`src/hdl/gini_pkg.sv`:
```
// ----------------------------------------------------------------------------
// Gini index package
// Shared status codes and types for the sorted-chain Gini index block.
// ----------------------------------------------------------------------------
package gini_pkg;

  typedef enum logic [1:0] {
    ST_OK       = 2'd0,
    ST_EMPTY    = 2'd1,
    ST_ZERO_SUM = 2'd2,
    ST_OVERFLOW = 2'd3
  } gini_status_t;

  typedef enum logic [2:0] {
    FSM_IDLE,
    FSM_SUM,
    FSM_MUL,
    FSM_LOAD,
    FSM_DIV,
    FSM_OUT
  } gini_fsm_t;

  localparam int GINI_VALUE_BITS = 16;
  localparam int COUNT_OUT_BITS  = 9;

  typedef struct packed {
    logic insert;
    logic shift;
    logic clear;
  } gini_chain_ctl_t;

endpackage

```
`src/hdl/gini_cell.sv`:
```
// ----------------------------------------------------------------------------
// Gini chain cell
// One slot of the sorted chain: inserts in order, then shifts out to sum.
// ----------------------------------------------------------------------------
module gini_cell #(
  parameter int SAMPLE_BITS = 32
) (
  input  logic                     clk,
  input  logic                     rst_n,
  input  gini_pkg::gini_chain_ctl_t ctl,
  input  logic [SAMPLE_BITS-1:0]   new_value,
  input  logic                     prev_valid,
  input  logic                     prev_greater,
  input  logic [SAMPLE_BITS-1:0]   prev_value,
  input  logic [SAMPLE_BITS-1:0]   next_value,
  input  logic                     next_valid,
  output logic                     valid,
  output logic                     greater,
  output logic [SAMPLE_BITS-1:0]   value
);
  import gini_pkg::*;

  logic [SAMPLE_BITS-1:0] value_r, value_nxt;
  logic                   valid_r, valid_nxt;

  assign greater = valid_r && (value_r > new_value);
  assign valid   = valid_r;
  assign value   = value_r;

  always_comb begin
    value_nxt = value_r;
    valid_nxt = valid_r;
    if (ctl.clear) begin
      valid_nxt = 1'b0;
    end else if (ctl.shift) begin
      value_nxt = next_value;
      valid_nxt = next_valid;
    end else if (ctl.insert) begin
      if (greater) begin
        if (prev_greater) value_nxt = prev_value;
        else value_nxt = new_value;
      end else if (!valid_r && prev_valid && !(prev_greater)) begin
        value_nxt = new_value;
        valid_nxt = 1'b1;
      end else if (!valid_r && prev_greater) begin
        value_nxt = prev_value;
        valid_nxt = 1'b1;
      end
    end
  end

  always_ff @(posedge clk) begin
    if (!rst_n) valid_r <= 1'b0;
    else valid_r <= valid_nxt;
    value_r <= value_nxt;
  end

endmodule

```
`config.mk`:
```
export PLATFORM = sky130hd
export DESIGN_NAME = gini_cell
export DESIGN_NICKNAME = d
export VERILOG_FILES = /design/src/hdl/gini_pkg.sv /design/src/hdl/gini_cell.sv
export SDC_FILE = /design/constraint.sdc
export NUM_CORES = 1
export LEC_CHECK = 0
export ABC_AREA = 1
export BUFFER_PORTS_ARGS = -buffer_cell sky130_fd_sc_hd__buf_2
export CORE_UTILIZATION = 48
export CTS_CLUSTER_DIAMETER = 50
export DETAILED_ROUTE_END_ITERATION = 12
export HOLD_SLACK_MARGIN = 0.1
export PLACE_DENSITY_LB_ADDON = 0.2
export SETUP_SLACK_MARGIN = 0.3
export SLEW_MARGIN = 40
export SYNTH_ARGS = -nofsm -noshare
export SYNTH_HDL_FRONTEND = slang
export SYNTH_SLANG_ARGS = --single-unit
```
`constraint.sdc`:
```
create_clock -name clk -period 4.9 [get_ports clk]
set_input_delay 1.225 -clock clk [delete_from_list [all_inputs] [get_ports clk]]
set_output_delay 1.225 -clock clk [all_outputs]
set_load 0.02 [all_outputs]
```
* After elaboration in Yosys (flattened, before gate mapping)
Index checks and enable logic that the tools add are counted.
** Operators by class
- Bitwise logic cells :: 2
- Reductions and logical operators :: 12
- Equal/unequal tests :: 1
- $lt $le $gt $ge :: 1
- Muxes and demuxes :: 11
** Operators by type and width (count)
- $mux 32 :: 6
- $gt 32x32->1 :: 1
- $reduce_and 3->1 :: 2
- $mux 1 :: 5
- $logic_and 1x1->1 :: 4
- $reduce_bool 4->1 :: 1
- $reduce_bool 3->1 :: 1
- $logic_not 1->1 :: 2
- $ne 2x2->1 const B :: 1
- $not 1->1 :: 2
- $reduce_bool 2->1 :: 1
- $reduce_or 2->1 :: 1
** Storage, ports and cells
- Bits in registers :: 33
- Input port bits :: 104
- Output and inout port bits :: 34
- Logic and storage cells :: 29

* Depth between registers and ports, before layout
- Depth after elaboration :: 7
- Mapped depth :: 17

* Worst setup path before layout
No wires, ideal clock.
- Path type :: input to register
- Start :: in new_value[23]
- End :: reg value_r[0] (netlist: value[0]), enable pin
- Data required time :: 4500 ps
- Buffers on the path :: 1
- Arrival time :: 3353 ps
- Setup slack :: 1147 ps
- Setup time :: 400 ps
- Stages :: 11
- Cell sequence :: inv_1 > ha_1 > nand2_1 > nor2_2 > nand4_2 > nor2_4 > nand2_4 > nand2_8 > nand2_8 > buf_12 > a21oi_2
** On the way
- Word-level cells in the longest chain between the ends :: 4
** RTL lines
- start: declaration :: RTL line gini_cell.sv:11 : input logic [SAMPLE_BITS-1:0] new_value,
- $gt 32x32->1 :: RTL line gini_cell.sv:26 : assign greater = valid_r && (value_r > new_value);
- $logic_and 1x1->1 :: RTL line gini_cell.sv:26
- $reduce_bool 4->1 (no line)
- $reduce_and 3->1 (no line)
- end signal: assignment :: RTL line gini_cell.sv:55 : value_r <= value_nxt;
- end: declaration :: RTL line gini_cell.sv:23 : logic [SAMPLE_BITS-1:0] value_r, value_nxt;
No other way between the ends.
A chain may end at the register's enable or synchronous reset.

* Worst setup path after layout
- Start :: in new_value[19]
- End :: out greater
** On the way
- Word-level cells in the longest chain between the ends :: 2
** RTL lines
- $gt 32x32->1 :: RTL line gini_cell.sv:26
- $logic_and 1x1->1 :: RTL line gini_cell.sv:26
- end: declaration :: RTL line gini_cell.sv:18 : output logic greater,
No other way between the ends.

==> summary.md <==
| Metric | Value |
|---|---|
| PwrDens | `between 200 and 250 nW/µm²` |
| CP max FO | `33` |
| Placed cell areas | `between 4000 and 5000 µm²` |
| Finished Layout Cells | `694` |
| Ys async rst share | `0%` |
| I/O pins | `138` |
| Post-Syn Area | `3540 µm²` |
| Share of cells above drive strength 1 | `32.8%` |
| H-tree depth | `2` |
| Yosys warns | `0` |
| Clock slew at the register clock pins of the worst setup and hold paths | `0.06 ns` |
| Cells after synthesis | `482` |
| Via/cell ratio | `between 5 and 6` |
| Setup violators final | `0` |
| DRT Pass-1 Iters | `5` |
| Leading register cell type out of synthesis | `edfxtp_1` |
| Die footprint | `about 7700 µm²` |
| Library cells used by synthesis | `30` |
| CTS tree | `built` |
| DP Cell Count | `687` |
| Total GRT Usage | `26.4%` |
| Critical Path Sink Type | `primary output` |
| Die Wd | `just under 90 µm` |
| Leakage | `~2.2 nW` |
| N_diodes | `0` |
| Antenna Violating Nets Remaining | `0` |
| TritonCTS Sinks | `33` |
| Hold Crit Class | `reg -> reg` |
| Area delta synth->final | `20.7%` |
| Min-delay src | `valid` |
| Synth Register Bits | `33` |
| Maximum vdd drop | `approximately 0.1 mV` |
| RR Endpoint | `value[17]` |
| Final Max Tran Viols | `0` |
| Largest net degree at the start of global routing | `65` |
| Post-synth EDFFs | `32` |
| Crit path kind | `in -> out` |
| Max Clock Skew | `0.00956 ns` |
| Status | `finished clean` |
| Hold endpoint | `valid` |
| CTS buffer count | `5` |
| Finished Cell Area | `between 4000 and 5000 µm²` |
| IO buf count | `137` |
| Hold_buf cts | `0` |
| Vias in the first global route | `~3,600` |
| Post-CTS setup buffer count | `0` |
| Syn Nets | `618` |
| Fmax | `250 MHz` |
| Later-pin clock latency in the skew report | `slightly below 0.3 ns` |
| WL per Instance | `14.4 µm` |
| Crit Reg-Reg Startpoint | `value[14]` |
| RSZ-0062 raised after global routing | `false` |
| Syn Area/Cell | `7.35 µm²` |
| Post-cts sizing count | `0` |
| Worst-Margin Slew | `0.773 ns` |
| Die Height | `87.9 µm` |
| Post-DP HPWL | `7000 µm` |
| R2R cell count | `13` |
| Core Footprint | `6940 µm²` |
| Via count | `3,795` |
| Post-Route WL | `10,000 µm` |
| TNS Setup | `0 ns` |
| Max Cap Violations | `0` |
| Min Tclk post-route | `about 4 ns` |
| Hold path cells | `4` |
| GR Overflow Total | `0` |
| Placer Congestion | `0.846` |
| Site row count | `30` |
| Nets | `about 730` |
| Startpoint types | `input port` |
| Worst R2R Setup Slack | `1.98 ns` |
| Initial Util | `51.0%` |
| Max-slew headroom | `just under 50%` |
| Detailed-route DRC error count | `0` |
| Root Buffer Master | `clkbuf_8` |
| Final worst path period share | `81.6%` |
| First-pass GRT wire length | `15,900 µm` |
| Sequential area share after synthesis | `27.7%` |
| Initial antenna violation count | `0` |
| Hold Fails Final Rpt | `0` |
| Clock tree buffer depth | `2` |
| Drt initial violations | `221` |
| CP Data Arrival Time | `2.77 ns` |
| Filler Cells Inserted | `680` |
| Required @ worst endpoint | `3.67 ns` |
[cell families (layout without fill, tap and decap cells)]
kind of cell | Yosys count | after routing | synth area share [%]
compound gates | 87 | 87 | 13.3
buf+inv | 81 | 197 | 10.8
simple gates | 249 | 249 | 37.0
fa+ha+maj | 32 | 32 | 11.3
flops | 33 | 33 | 27.7
[critical path, cell delays in order]
cell and delay, ns:
buf_2 0.10, inv_1 0.07, ha_1 0.24, a21oi_1 0.20, nand2_1 0.09, nand2_1 0.08
nand3_2 0.10, a21oi_4 0.19, nand2_8 0.19, nand2_8 0.11, inv_2 0.03, buf_2 0.14
[power breakdown]
part           total (W)  leakage [nW]  switching [W]  internal (W)
clock network   0.000201        0.0387       0.000105     0.0000959
logic           0.000325          1.82       0.000205      0.000120
registers       0.000352         0.314      0.0000132      0.000339
total           0.000879          2.17       0.000324      0.000555
[how the worst max path moves through the flow]
stage | from | endpoint | slack [ns]
floorplan | new_value[23] | value[0] | 1.15
global placement | new_value[19] | greater | 0.95
detailed placement | new_value[19] | greater | 0.92
CTS | new_value[19] | greater | 0.91
global route | new_value[19] | greater | 0.78
finish | new_value[19] | greater | 0.90
[sequential cells by signal (all words and copies together) (netlist names)]
register  count
value        32
valid         1
[layer usage]
metal  track usage (%)  share of wire (%)  vias to the layer above
met5                 0                  0                        -
met4              8.35                1.2                        0
met3              5.47                8.8                       10
met2              44.3                 47                      188
met1              34.0                 43                     1708
li1                  -                  -                     1889
[stage by stage]
step                      setup WS, ns  utilization [%]  power [W]  hold slack [ns]
after floorplan                   1.15                -   0.000579            0.708
after global placement           0.952             60.5   0.000674            0.714
after detailed placement         0.919             60.5   0.000683            0.729
after CTS                        0.914             61.6   0.000884            0.739
after global routing             0.776             61.6   0.000934            0.783
final                            0.902             61.6   0.000879            0.725
[area by class of cell]
| class | count | area [µm²] | area share (%) |
|---|---|---|---|
| clock buffer | 6 | 72.6 | 1.70 |
| clock inverter | 1 | 3.75 | 0.0877 |
| inverter | 47 | 176 | 4.12 |
| multi-input combinational | 368 | 2190 | 51.3 |
| sequential | 33 | 981 | 22.9 |
| tap | 96 | 120 | 2.81 |
| timing repair buffer | 143 | 731 | 17.1 |
[cells in the mapped netlist (6+ instances only)]
cell type    n  area [µm²]
a21oi_1     13        65.1
buf_2       11        55.1
clkbuf_1    13        48.8
edfxtp_1    32         961
ha_1        32         400
inv_1       40         150
inv_2        6        22.5
nand2_1    131         492
nand3_1     38         190
nand3_2     29         290
nand4_1     33         206
nor2_1      10        37.5
o21ai_0     67         335
[placed cells by master (no fill, tap or decap)]
cell type / n
buf_2: 137
nand2_1: 131
o21ai_0: 67
inv_1: 39
nand3_1: 37
nand4_1: 33
ha_1: 32
edfxtp_1: 32
nand3_2: 30
a21oi_1: 13
nor2_1: 10
inv_2: 7
buf_4: 6
clkbuf_8: 5
a21oi_4: 3
clkinv_1: 2
nor2_2: 2
nand2_8: 2
a21o_1: 1
nand2_2: 1
nand4_2: 1
nor2_4: 1
nand2_4: 1
o21ai_1: 1
o21a_1: 1
o2111ai_1: 1
clkbuf_1: 1
dfxtp_1: 1
Note: power is estimated with default switching activity, not from simulation.
