[src/hdl/gini_pkg.sv]
// ----------------------------------------------------------------------------
// Gini index package
// Shared status codes and types for the sorted-chain Gini index block.
// ----------------------------------------------------------------------------
package gini_pkg;

  typedef enum logic [1:0] {
    ST_OK       = 2'd0,
    ST_EMPTY    = 2'd1,
    ST_ZERO_SUM = 2'd2,
    ST_OVERFLOW = 2'd3
  } gini_status_t;

  typedef enum logic [2:0] {
    FSM_IDLE,
    FSM_SUM,
    FSM_MUL,
    FSM_LOAD,
    FSM_DIV,
    FSM_OUT
  } gini_fsm_t;

  localparam int GINI_VALUE_BITS = 16;
  localparam int COUNT_OUT_BITS  = 9;

  typedef struct packed {
    logic insert;
    logic shift;
    logic clear;
  } gini_chain_ctl_t;

endpackage

[src/hdl/gini_div.sv]
// ----------------------------------------------------------------------------
// Gini divider
// Restoring division, one quotient bit per cycle, 16 bits.
// ----------------------------------------------------------------------------
module gini_div #(
  parameter int ACC_BITS = 64
) (
  input  logic                clk,
  input  logic                rst_n,
  input  logic                start,
  input  logic [ACC_BITS-1:0] num,
  input  logic [ACC_BITS-1:0] den,
  output logic                done,
  output logic [15:0]         quot
);
  import gini_pkg::*;

  logic [ACC_BITS:0]   rem_r;
  logic [ACC_BITS-1:0] den_r;
  logic [15:0]         q_r;
  logic [4:0]          cnt_r;
  logic                run_r;
  logic [ACC_BITS:0]   sh;

  assign sh   = {rem_r[ACC_BITS-1:0], 1'b0};
  assign done = run_r && (cnt_r == 5'd16);
  assign quot = q_r;

  always_ff @(posedge clk) begin
    if (!rst_n) begin
      run_r <= 1'b0;
      cnt_r <= '0;
    end else if (start) begin
      run_r <= 1'b1;
      cnt_r <= '0;
      rem_r <= {1'b0, num};
      den_r <= den;
      q_r   <= '0;
    end else if (run_r) begin
      if (cnt_r == 5'd16) begin
        run_r <= 1'b0;
      end else begin
        cnt_r <= cnt_r + 5'd1;
        if (sh >= {1'b0, den_r}) begin
          rem_r <= sh - {1'b0, den_r};
          q_r   <= {q_r[14:0], 1'b1};
        end else begin
          rem_r <= sh;
          q_r   <= {q_r[14:0], 1'b0};
        end
      end
    end
  end

endmodule

[config.mk]
export PLATFORM = sky130hd
export DESIGN_NAME = gini_div
export DESIGN_NICKNAME = d
export VERILOG_FILES = /design/src/hdl/gini_pkg.sv /design/src/hdl/gini_div.sv
export SDC_FILE = /design/constraint.sdc
export NUM_CORES = 1
export LEC_CHECK = 0
export BUFFER_PORTS_ARGS = -buffer_cell sky130_fd_sc_hd__buf_2
export CAP_MARGIN = 20
export CORE_MARGIN = 2
export CORE_UTILIZATION = 35
export CTS_BUF_LIST = sky130_fd_sc_hd__clkbuf_16
export DETAILED_ROUTE_END_ITERATION = 6
export SLEW_MARGIN = 10
export SYNTH_ARGS = -nofsm -noshare
export SYNTH_HDL_FRONTEND = slang
export SYNTH_SLANG_ARGS = --single-unit
[constraint.sdc]
create_clock -name clk -period 5.95 [get_ports clk]
set_input_delay 0.2975 -clock clk [delete_from_list [all_inputs] [get_ports clk]]
set_output_delay 0.2975 -clock clk [all_outputs]
set_load 0.01 [all_outputs]
### Yosys cells after proc, flatten, opt, wreduce, memory -nomap -nowiden

Index checks and enable logic that the tools add are counted.

* flip-flop bits (word level): 150
* bits of input ports: 131
* output and inout port bits: 17
* word-level logic and storage cells: 28

* add/sub/neg operators: 2
* magnitude comparators: 1
* eq/ne operators: 2
* muxes and demuxes: 10
* bitwise logic cells: 2
* reductions and logical operators: 6

Operators with widths (count)
* 64-bit two-way mux: 4
* 65-bit by 64-bit >= comparator with 1-bit output: 1
* 64-bit subtractor: 1
* 16-bit two-way mux: 2
* 5-bit by 1-bit adder with 5-bit output (second input constant): 1
* 5-bit == test (second input constant): 1
* 1-bit two-way mux: 4
* 2-bit AND reduction: 2
* 3-bit AND reduction: 1
* 2-bit inequality test (second input constant): 1
* 1-bit NOT: 2
* 2-bit nonzero test: 1
* 2-bit OR reduction: 1
* 1-bit logical AND: 1

### Logic depth before layout (Yosys ltp)

Gate-level depths: netlist of the first run.

* word-level depth: 5
* depth in mapped cells: 15
* gate-level depth less buffers: 12

### Worst setup path after synthesis of the first run

No wires, ideal clock.

* path kind: input-to-reg
* from: in start
* to: reg q_r[0] (netlist: quot[0]) (enable)
* library setup time: 0.444 ns
* arrival: 2.964 ns
* required time: 5.506 ns
* slack: 2.541 ns
* stages on the path: 4
* path buffers: 3
* cells stage by stage: clkbuf_1 -> clkbuf_1 -> clkbuf_1 -> o21a_1

* cells in the longest elaborated chain, start to end: 2
* elaborated cells between the ends (all ways): 3
* those cells by class: eq/ne (1); reduce/logical (2)

RTL lines
* start, declared: RTL line gini_div.sv:10 `input logic start,`
* 2-bit inequality test (no source line) / 2-bit nonzero test (equally long branches)
* 3-bit AND reduction (no source line) *
* end signal, assigned: RTL line gini_div.sv:46 `q_r <= {q_r[14:0], 1'b1};`
* end signal, assigned: RTL line gini_div.sv:49 `q_r <= {q_r[14:0], 1'b0};`
* end, declared: RTL line gini_div.sv:20 `logic [15:0] q_r;`

Every way passes the cells marked *; elsewhere a longest branch is shown, timed or not.
A chain may end at the register's enable or synchronous reset.

### Worst setup path in the final report of the first run

* from: reg rem_r[10]
* to: reg rem_r[3] (data pin)

* cells in the longest elaborated chain, start to end: 5

RTL lines
* start, declared: RTL line gini_div.sv:18 `logic [ACC_BITS:0] rem_r;`
* start signal, assigned: RTL line gini_div.sv:36 `rem_r <= {1'b0, num};`
* start signal, assigned: RTL line gini_div.sv:45 `rem_r <= sh - {1'b0, den_r};`
* start signal, assigned: RTL line gini_div.sv:48 `rem_r <= sh;`
* 65-bit by 64-bit >= comparator with 1-bit output: RTL line gini_div.sv:44 `if (sh >= {1'b0, den_r}) begin`
* 64-bit two-way mux: RTL line gini_div.sv:44
* 64-bit two-way mux: RTL line gini_div.sv:40 `if (cnt_r == 5'd16) begin`
* 64-bit two-way mux: RTL line gini_div.sv:39 `end else if (run_r) begin`
* 64-bit two-way mux: RTL line gini_div.sv:33 `end else if (start) begin`

Every way passes these cells. The select of a mux whose other input is x is not followed.

==> results of run 1 <==
==> per-layer routing <==
| layer | share of wire, % | track usage (%) | wire, um | vias up |
|---|---|---|---|---|
| met5 | 0 | 0 | 0 | - |
| met4 | 2.0 | 5.72 | 528 | 0 |
| met3 | 4.3 | 2.58 | 1150 | 29 |
| met2 | 45 | 26.6 | 12100 | 186 |
| met1 | 49 | 24.8 | 13200 | 3843 |
| li1 | - | - | - | 3980 |
==> sequential cells by signal, indices dropped and copies added (netlist names) <==
signal,flops
rem_r,64
quot,16
run_r,1
den_r,64
cnt_r,5
==> final timing paths <==
path / slack [ps] / cells past startpoint / end / startpoint
max: 1990 / 12 / rem_r[3] / rem_r[10]
min: 30 / 1 / den_r[3] / den[3]
max reg2reg: 1990 / 12 / rem_r[3] / rem_r[10]
min reg2reg: 520 / 2 / cnt_r[4] / cnt_r[4]
==> power by group <==
| group | switching, mW | internal (mW) | total, mW |
|---|---|---|---|
| combinational | 0.666 | 0.591 | 1.26 |
| sequential | 0.0417 | 1.28 | 1.32 |
| clock | 0.510 | 0.551 | 1.06 |
| total | 1.22 | 2.42 | 3.64 |
==> cells in the mapped netlist (4+ instances only) <==
| cell type | count | area [sq um] |
|---|---|---|
| nand3_1 | 14 | 70.1 |
| mux2_2 | 43 | 484 |
| nand4_1 | 22 | 138 |
| and3_1 | 4 | 25.0 |
| a21boi_0 | 4 | 30.0 |
| dfxtp_1 | 6 | 120 |
| o21bai_1 | 12 | 90.1 |
| edfxtp_1 | 144 | 4320 |
| xnor2_1 | 37 | 324 |
| a211oi_1 | 9 | 67.6 |
| nor3b_1 | 5 | 37.5 |
| xor2_1 | 24 | 210 |
| nand2b_1 | 5 | 31.3 |
| a221o_1 | 6 | 60.1 |
| nand2_1 | 79 | 297 |
| a21o_1 | 43 | 323 |
| nor4b_1 | 5 | 43.8 |
| o21ai_0 | 35 | 175 |
| nor2b_1 | 34 | 213 |
| inv_1 | 83 | 312 |
| o21a_1 | 12 | 90.1 |
| clkbuf_1 | 38 | 143 |
| mux2_4 | 38 | 571 |
| buf_2 | 8 | 40.0 |
| a21oi_1 | 91 | 455 |
| mux2i_1 | 5 | 50.1 |
| nor4_1 | 7 | 43.8 |
| buf_6 | 6 | 67.6 |
| o211ai_1 | 7 | 52.6 |
| nor3_1 | 17 | 85.1 |
| ha_1 | 66 | 826 |
| a31oi_1 | 9 | 56.3 |
| nor2_1 | 46 | 173 |
| and2_1 | 8 | 50.1 |
==> cell type report <==
cell class	count	area, sq um
inverters	83	312
fillers	2939	17600
clock inverters	15	133
multi-input cells	738	5620
well taps	390	488
flip-flops and latches	150	4440
repair buffers	154	791
clock buffers	17	425
==> logic make-up after synthesis <==
group	Yosys count
compound gates	266
mux	86
simple gates	258
fa+ha+maj	67
buf+inv	137
xor+xnor	61
flops	150
==> key figures, run 1 <==
Yosys
  – Synth Flop Type: edfxtp_1
  – Syn nets: between 1000 and 1500
  – Unique masters post-synth: 70
  – XOR/XNOR share of the synthesized area: under 10%
  – Average size of a mapped cell: 10.4 sq um
  – Synth Warn #: 0
  – Post-synthesis cell count: 1025
  – FF+latch count, synth: 150
  – Synth Area in Simple Gates: 12.4%
  – EDFF count, synth: 144
  – Largest family of logic cells by synthesized area: compound AO/OA/AOI/OAI gates
  – Mapped Area: 10600 sq um
  – Adder-Cell Fraction of Synth Area: 7.96%
  – Compound-Gate Fraction of Synth Area: 17.0%
  – Register area share after synthesis: 41.8%
  – Post-synthesis mux area share: 10.4%
  – Post-synth ARST share: 0%

Route
  – Drt wl/cell: 17.4 um
  – Detailed Route WL: 26900 um
  – DR iter-0 viols: 546
  – Vias/cell: slightly above 5
  – Antenna Nets Post-Route: 0
  – Via count: 8038
  – Post-route DRC: 0
  – Drt pass-1 iters: 5

Pwr
  – Leak: between 5 and 6 nW
  – Tot Pwr: between 3 and 4 mW
  – PD cells: 298 nW/um^2
  – Maximum vdd ir drop: 191 uV

Worst setup path
  – Arrival time worst endpoint: 4150 ps
  – WP buf/inv: 1
  – Worst path cell trace: ha_1 -> nand2_1 -> a2111oi_2 -> o21a_1 -> o21ai_1 -> a31oi_4 -> a21o_4 -> a21oi_4 -> o21ai_4 -> buf_4 -> mux2_2 -> mux2_2
  – Worst path most repeated cell: mux2_2
  – CP endpoint kind: register
  – Crit path max-delay family: compound AO/OA/AOI/OAI gates
  – CP max-delay cell: ha_1
  – Startpoint types: register
  – CP Max Fanout: 17
  – Max incr delay on CP: 490 ps
  – Required time of the worst setup path: between 6000 and 7000 ps
  – Crit path kind: reg2reg

Timing
  – Period minus WS final: just under 4000 ps
  – Setup-failing EPs final: 0
  – Setup Total Neg Slack: 0 ps
  – Fin crit share: 66.5%
  – Hold Fails Final Rpt: 0
  – FMAX: 253 MHz
  – Slew HR: 52.6%
  – RSZ-0062 raised after global routing: false
  – Worst slew pin tran: 711 ps
  – Fin. max-slew vios: 0
  – Setup ws final: roughly 2000 ps
  – Skew final: 13.6 ps
  – Worst hold slack: 27.7 ps

Floorplanning
  – Rows: 63
  – Die height: between 150 and 200 um
  – Die width: about 180 um
  – Initial Util: a little over a third
  – Core area: 29800 sq um
  – Die area: 31800 sq um
  – Top Ports: 148

Clock network
  – CTS tree: done
  – H-tree levels: 4
  – CTS Sinks: 150
  – Max clock buf depth: 2
  – Post-CTS Repair Setup Buffers: 0
  – Cts-stage hold buffer count: 0
  – CTS Buf Count: 17
  – Clk slew on worst S/H paths: 70 ps
  – Clk_lat worst skew: 440 ps
  – CTS resizes: 0
  – Root Buffer: clkbuf_16

Placement
  – Hpwl dp: between 20000 and 25000 um
  – GP Congestion: between 0.9 and 1
  – Pre-CTS setup slack: slightly below 2000 ps
  – IO Port Bufs: between 100 and 150
  – Placed cell area: 11700 sq um
  – Post-placement cell count: 1515

GRT
  – Gr usage total: between 10% and 20%
  – Pin count of the biggest net entering global routing: 66
  – Initial antenna violation count: 0
  – Gr ovfl total: 0
  – First-pass GRT wire length: 42500 um
  – Vias in the first global route: between 7000 and 8000

Finish
  – Post-layout instance count excluding filler cells: 1547
  – Area Growth Syn to Fin: 14.9%
  – Commonest non-fill, non-tap cell in the layout: buf_2
  – Final instance area: 12200 sq um
  – Most frequent cells in the layout: buf_2 (146), edfxtp_1 (144), a21oi_1 (91), inv_1 (83), nand2_1 (79)
  – Layout cells sized above 1: 25.2%
  – ANT cells: 0
  – Final nets: 1342
  – Utilization after layout: 41.0%

Status
  – Status: finished, final reports clean

Run
  – Max Cap Viol: 0

Min path
  – Worst min-delay path class: in2reg
Power figures use the tool's default switching activity.
==> run 2: changes to the inputs <==
==> constraint.sdc (replaced) <==
create_clock -name clk -period 3.4 [get_ports clk]
set_input_delay 0.17 -clock clk [delete_from_list [all_inputs] [get_ports clk]]
set_output_delay 0.17 -clock clk [all_outputs]
set_load 0.01 [all_outputs]
==> run 2 against run 1 <==
Net effect: sequential power up 76%; cell area up 15%; total power up 90%; clock power up 79%; critical path depth up 1; wire length up 5.8%; combinational power up 110%; clock skew up 3.4 ps; sequential share of layout area down 4.7 points; count of clock-buffer cells in the layout up 3.
==> key figures, run 2 (same netlist as run 1, synthesis figures left out) <==
Finish
  – Final nets: 1503 (+12%)
  – Area Growth Syn to Fin: 32.1%
  – Layout cells sized above 1: 32.0% (+6.9 points)
  – Commonest non-fill, non-tap cell in the layout: buf_2
  – Most frequent cells in the layout: buf_2 (146), edfxtp_1 (144), buf_4 (92), inv_1 (84), a21oi_1 (83)
  – Utilization after layout: 47.1% (+6.1 points)
  – ANT cells: 0 (unchanged)
  – Post-layout instance count excluding filler cells: 1708 (+10%)
  – Number of fill cells: 2857 (-2.8%)

Pwr
  – Int Power: 4.71 mW (+94%)
  – Combinational share of power: 38.8% (+4.3 points)
  – Clk pwr share: 27.5% (-1.6 points)
  – Switching power: 2.21 mW (+81%)
  – PD cells: 493 nW/um^2 (+65%)
  – Maximum vdd ir drop: 369 uV (+94%)
  – Leak: 6.02 nW (+16%)
  – Sequential Power Share: 33.6% (-2.8 points)
  – Sw Share: 31.9% (-1.5 points)
  – Tot Pwr: 6.91 mW (+90%)

Clock network
  – Max clock buf depth: 2 (unchanged)
  – Root Buffer: clkbuf_16
  – H-tree levels: 4 (unchanged)
  – Clk slew on worst S/H paths: 70 ps (about the same)
  – CTS Sinks: 150 (unchanged)
  – CTS Buf Count: 17 (unchanged)
  – Clk_lat worst skew: 440 ps (about the same)
  – CTS tree: done

Timing
  – FMAX: 299 MHz (+18%)
  – Setup-failing EPs final: 0 (unchanged)
  – Worst hold slack: 25.5 ps (-2.24 ps)
  – Fin. max-slew vios: 0 (unchanged)
  – Worst slew pin tran: 885 ps (+174 ps)
  – Period minus WS final: 3340 ps (-613 ps)
  – Slew HR: 41.0% (-12 points)
  – Fin crit share: 98.3% (+32 points)
  – Skew final: 17.0 ps (+3.41 ps)
  – Hold Fails Final Rpt: 0 (unchanged)
  – RSZ-0062 raised after global routing: true

Worst setup path
  – Required time of the worst setup path: 3580 ps (-2560 ps)
  – Crit path kind: reg2reg
  – Arrival time worst endpoint: 3530 ps (-620 ps)
  – Startpoint types: register
  – CP endpoint kind: register
  – Reg2reg start: rem_r[5]
  – Worst setup startpoint: rem_r[5]
  – R2R Setup Slk: 60 ps (-1940 ps)
  – CP Max Fanout: 6 (-11)

Min path
  – Worst min-delay path class: in2reg
  – Hold Crit Start: num[54]

GRT
  – Vias in the first global route: 8543 (+7.8%)
  – Gr ovfl total: 0 (unchanged)
  – Initial antenna violation count: 0 (unchanged)
  – Pin count of the biggest net entering global routing: 66 (unchanged)
  – Gr usage total: 17.8% (+0.52 points)
  – First-pass GRT wire length: 43900 um (+3.3%)

Floorplanning
  – Core area: 29800 sq um (unchanged)
  – Die height: 178 um (unchanged)
  – Die area: 31800 sq um (unchanged)
  – Die width: 178 um (unchanged)
  – Rows: 63 (unchanged)
  – Initial Util: 35.7% (unchanged)
  – Top Ports: 148 (unchanged)

Status
  – Status: finished, final reports clean

Route
  – Detailed Route WL: 28500 um (+5.8%)
  – Vias/cell: 5.08 (-2.2%)
  – Post-route DRC: 0 (unchanged)
  – DR iter-0 viols: 456 (-16%)
  – Drt pass-1 iters: 5 (unchanged)
  – Drt wl/cell: 16.7 um (-4.2%)
  – Antenna Nets Post-Route: 0 (unchanged)
  – Via count: 8675 (+7.9%)

Placement
  – Hpwl dp: 20500 um (+2.1%)
  – IO Port Bufs: 147 (unchanged)
  – Post-placement cell count: 1594 (+5.2%)
  – GP Congestion: 0.870 (-4.5%)

Run
  – Max Cap Viol: 0 (unchanged)
run 2: power groups by stage:
stage,clock [mW],sequential [mW],combinational [mW]
final,1.90,2.32,2.69
after global routing,2.02,2.34,2.93
after CTS,1.95,2.32,2.52
after detailed placement,0,2.36,2.40
after global placement,0,2.36,2.38
after floorplan,0,2.34,1.72
run 2: per-layer routing:
metal	part of all wire (%)	up-vias	track usage (%)
met1	48	4164	24.6
met3	3.7	26	2.88
met5	0	-	0
li1	-	4304	-
met4	2.1	0	6.00
met2	46	181	28.3
run 2: worst paths after layout:
check	to	cells past startpoint
setup / recovery	rem_r[18]	13
hold / removal	rem_r[54]	2
setup reg to reg	rem_r[18]	13
hold reg to reg	cnt_r[4]	2
run 2: stage by stage:
| step | setup WS [ps] | cell area (sq um) | setup TNS [ps] |
|---|---|---|---|
| 2_1_floorplan | 61.2 | 10600 | 0 |
| 3_3_place_gp | -54.6 | 12300 | -84.1 |
| 3_5_place_dp | -37.1 | 12300 | -109 |
| 4_1_cts | -11.5 | 13600 | -11.5 |
| 5_1_grt | -36.7 | 14000 | -417 |
| 6_report | 57.1 | 14000 | 0 |
run 2: repair_timing:
action                                  in CTS  in global routing
endpoints found under the hold margin       65                  0
pin swaps                                    1                 15
cloned                                       1                  4
buffers inserted                             3                  9
endpoints found under the setup margin      23                 60
hold buffers                                65                  0
gates resized for setup                      8                 46
run 2: cell type report:
type                       instances  area (sq um)  share of cell area [%]
clock inverter                    12          90.1                   0.642
sequential                       150          4440                    31.7
tap                              390           488                    3.48
clock buffer                      20           500                    3.57
inverter                          83           312                    2.22
multi-input combinational        738          5860                    41.8
timing repair buffer             315          2330                    16.6
run 2: critical path, stage by stage, from the launching register on:
cell       delay, ps
edfxtp_1         430
ha_4             350
a21oi_4           90
a2111oi_4        330
o21a_1           220
o21ai_2           90
a31oi_4          240
a21o_4           170
a21oi_4           60
o21ai_4          210
buf_12           160
clkbuf_16        170
mux2_4           300
mux2_2           250
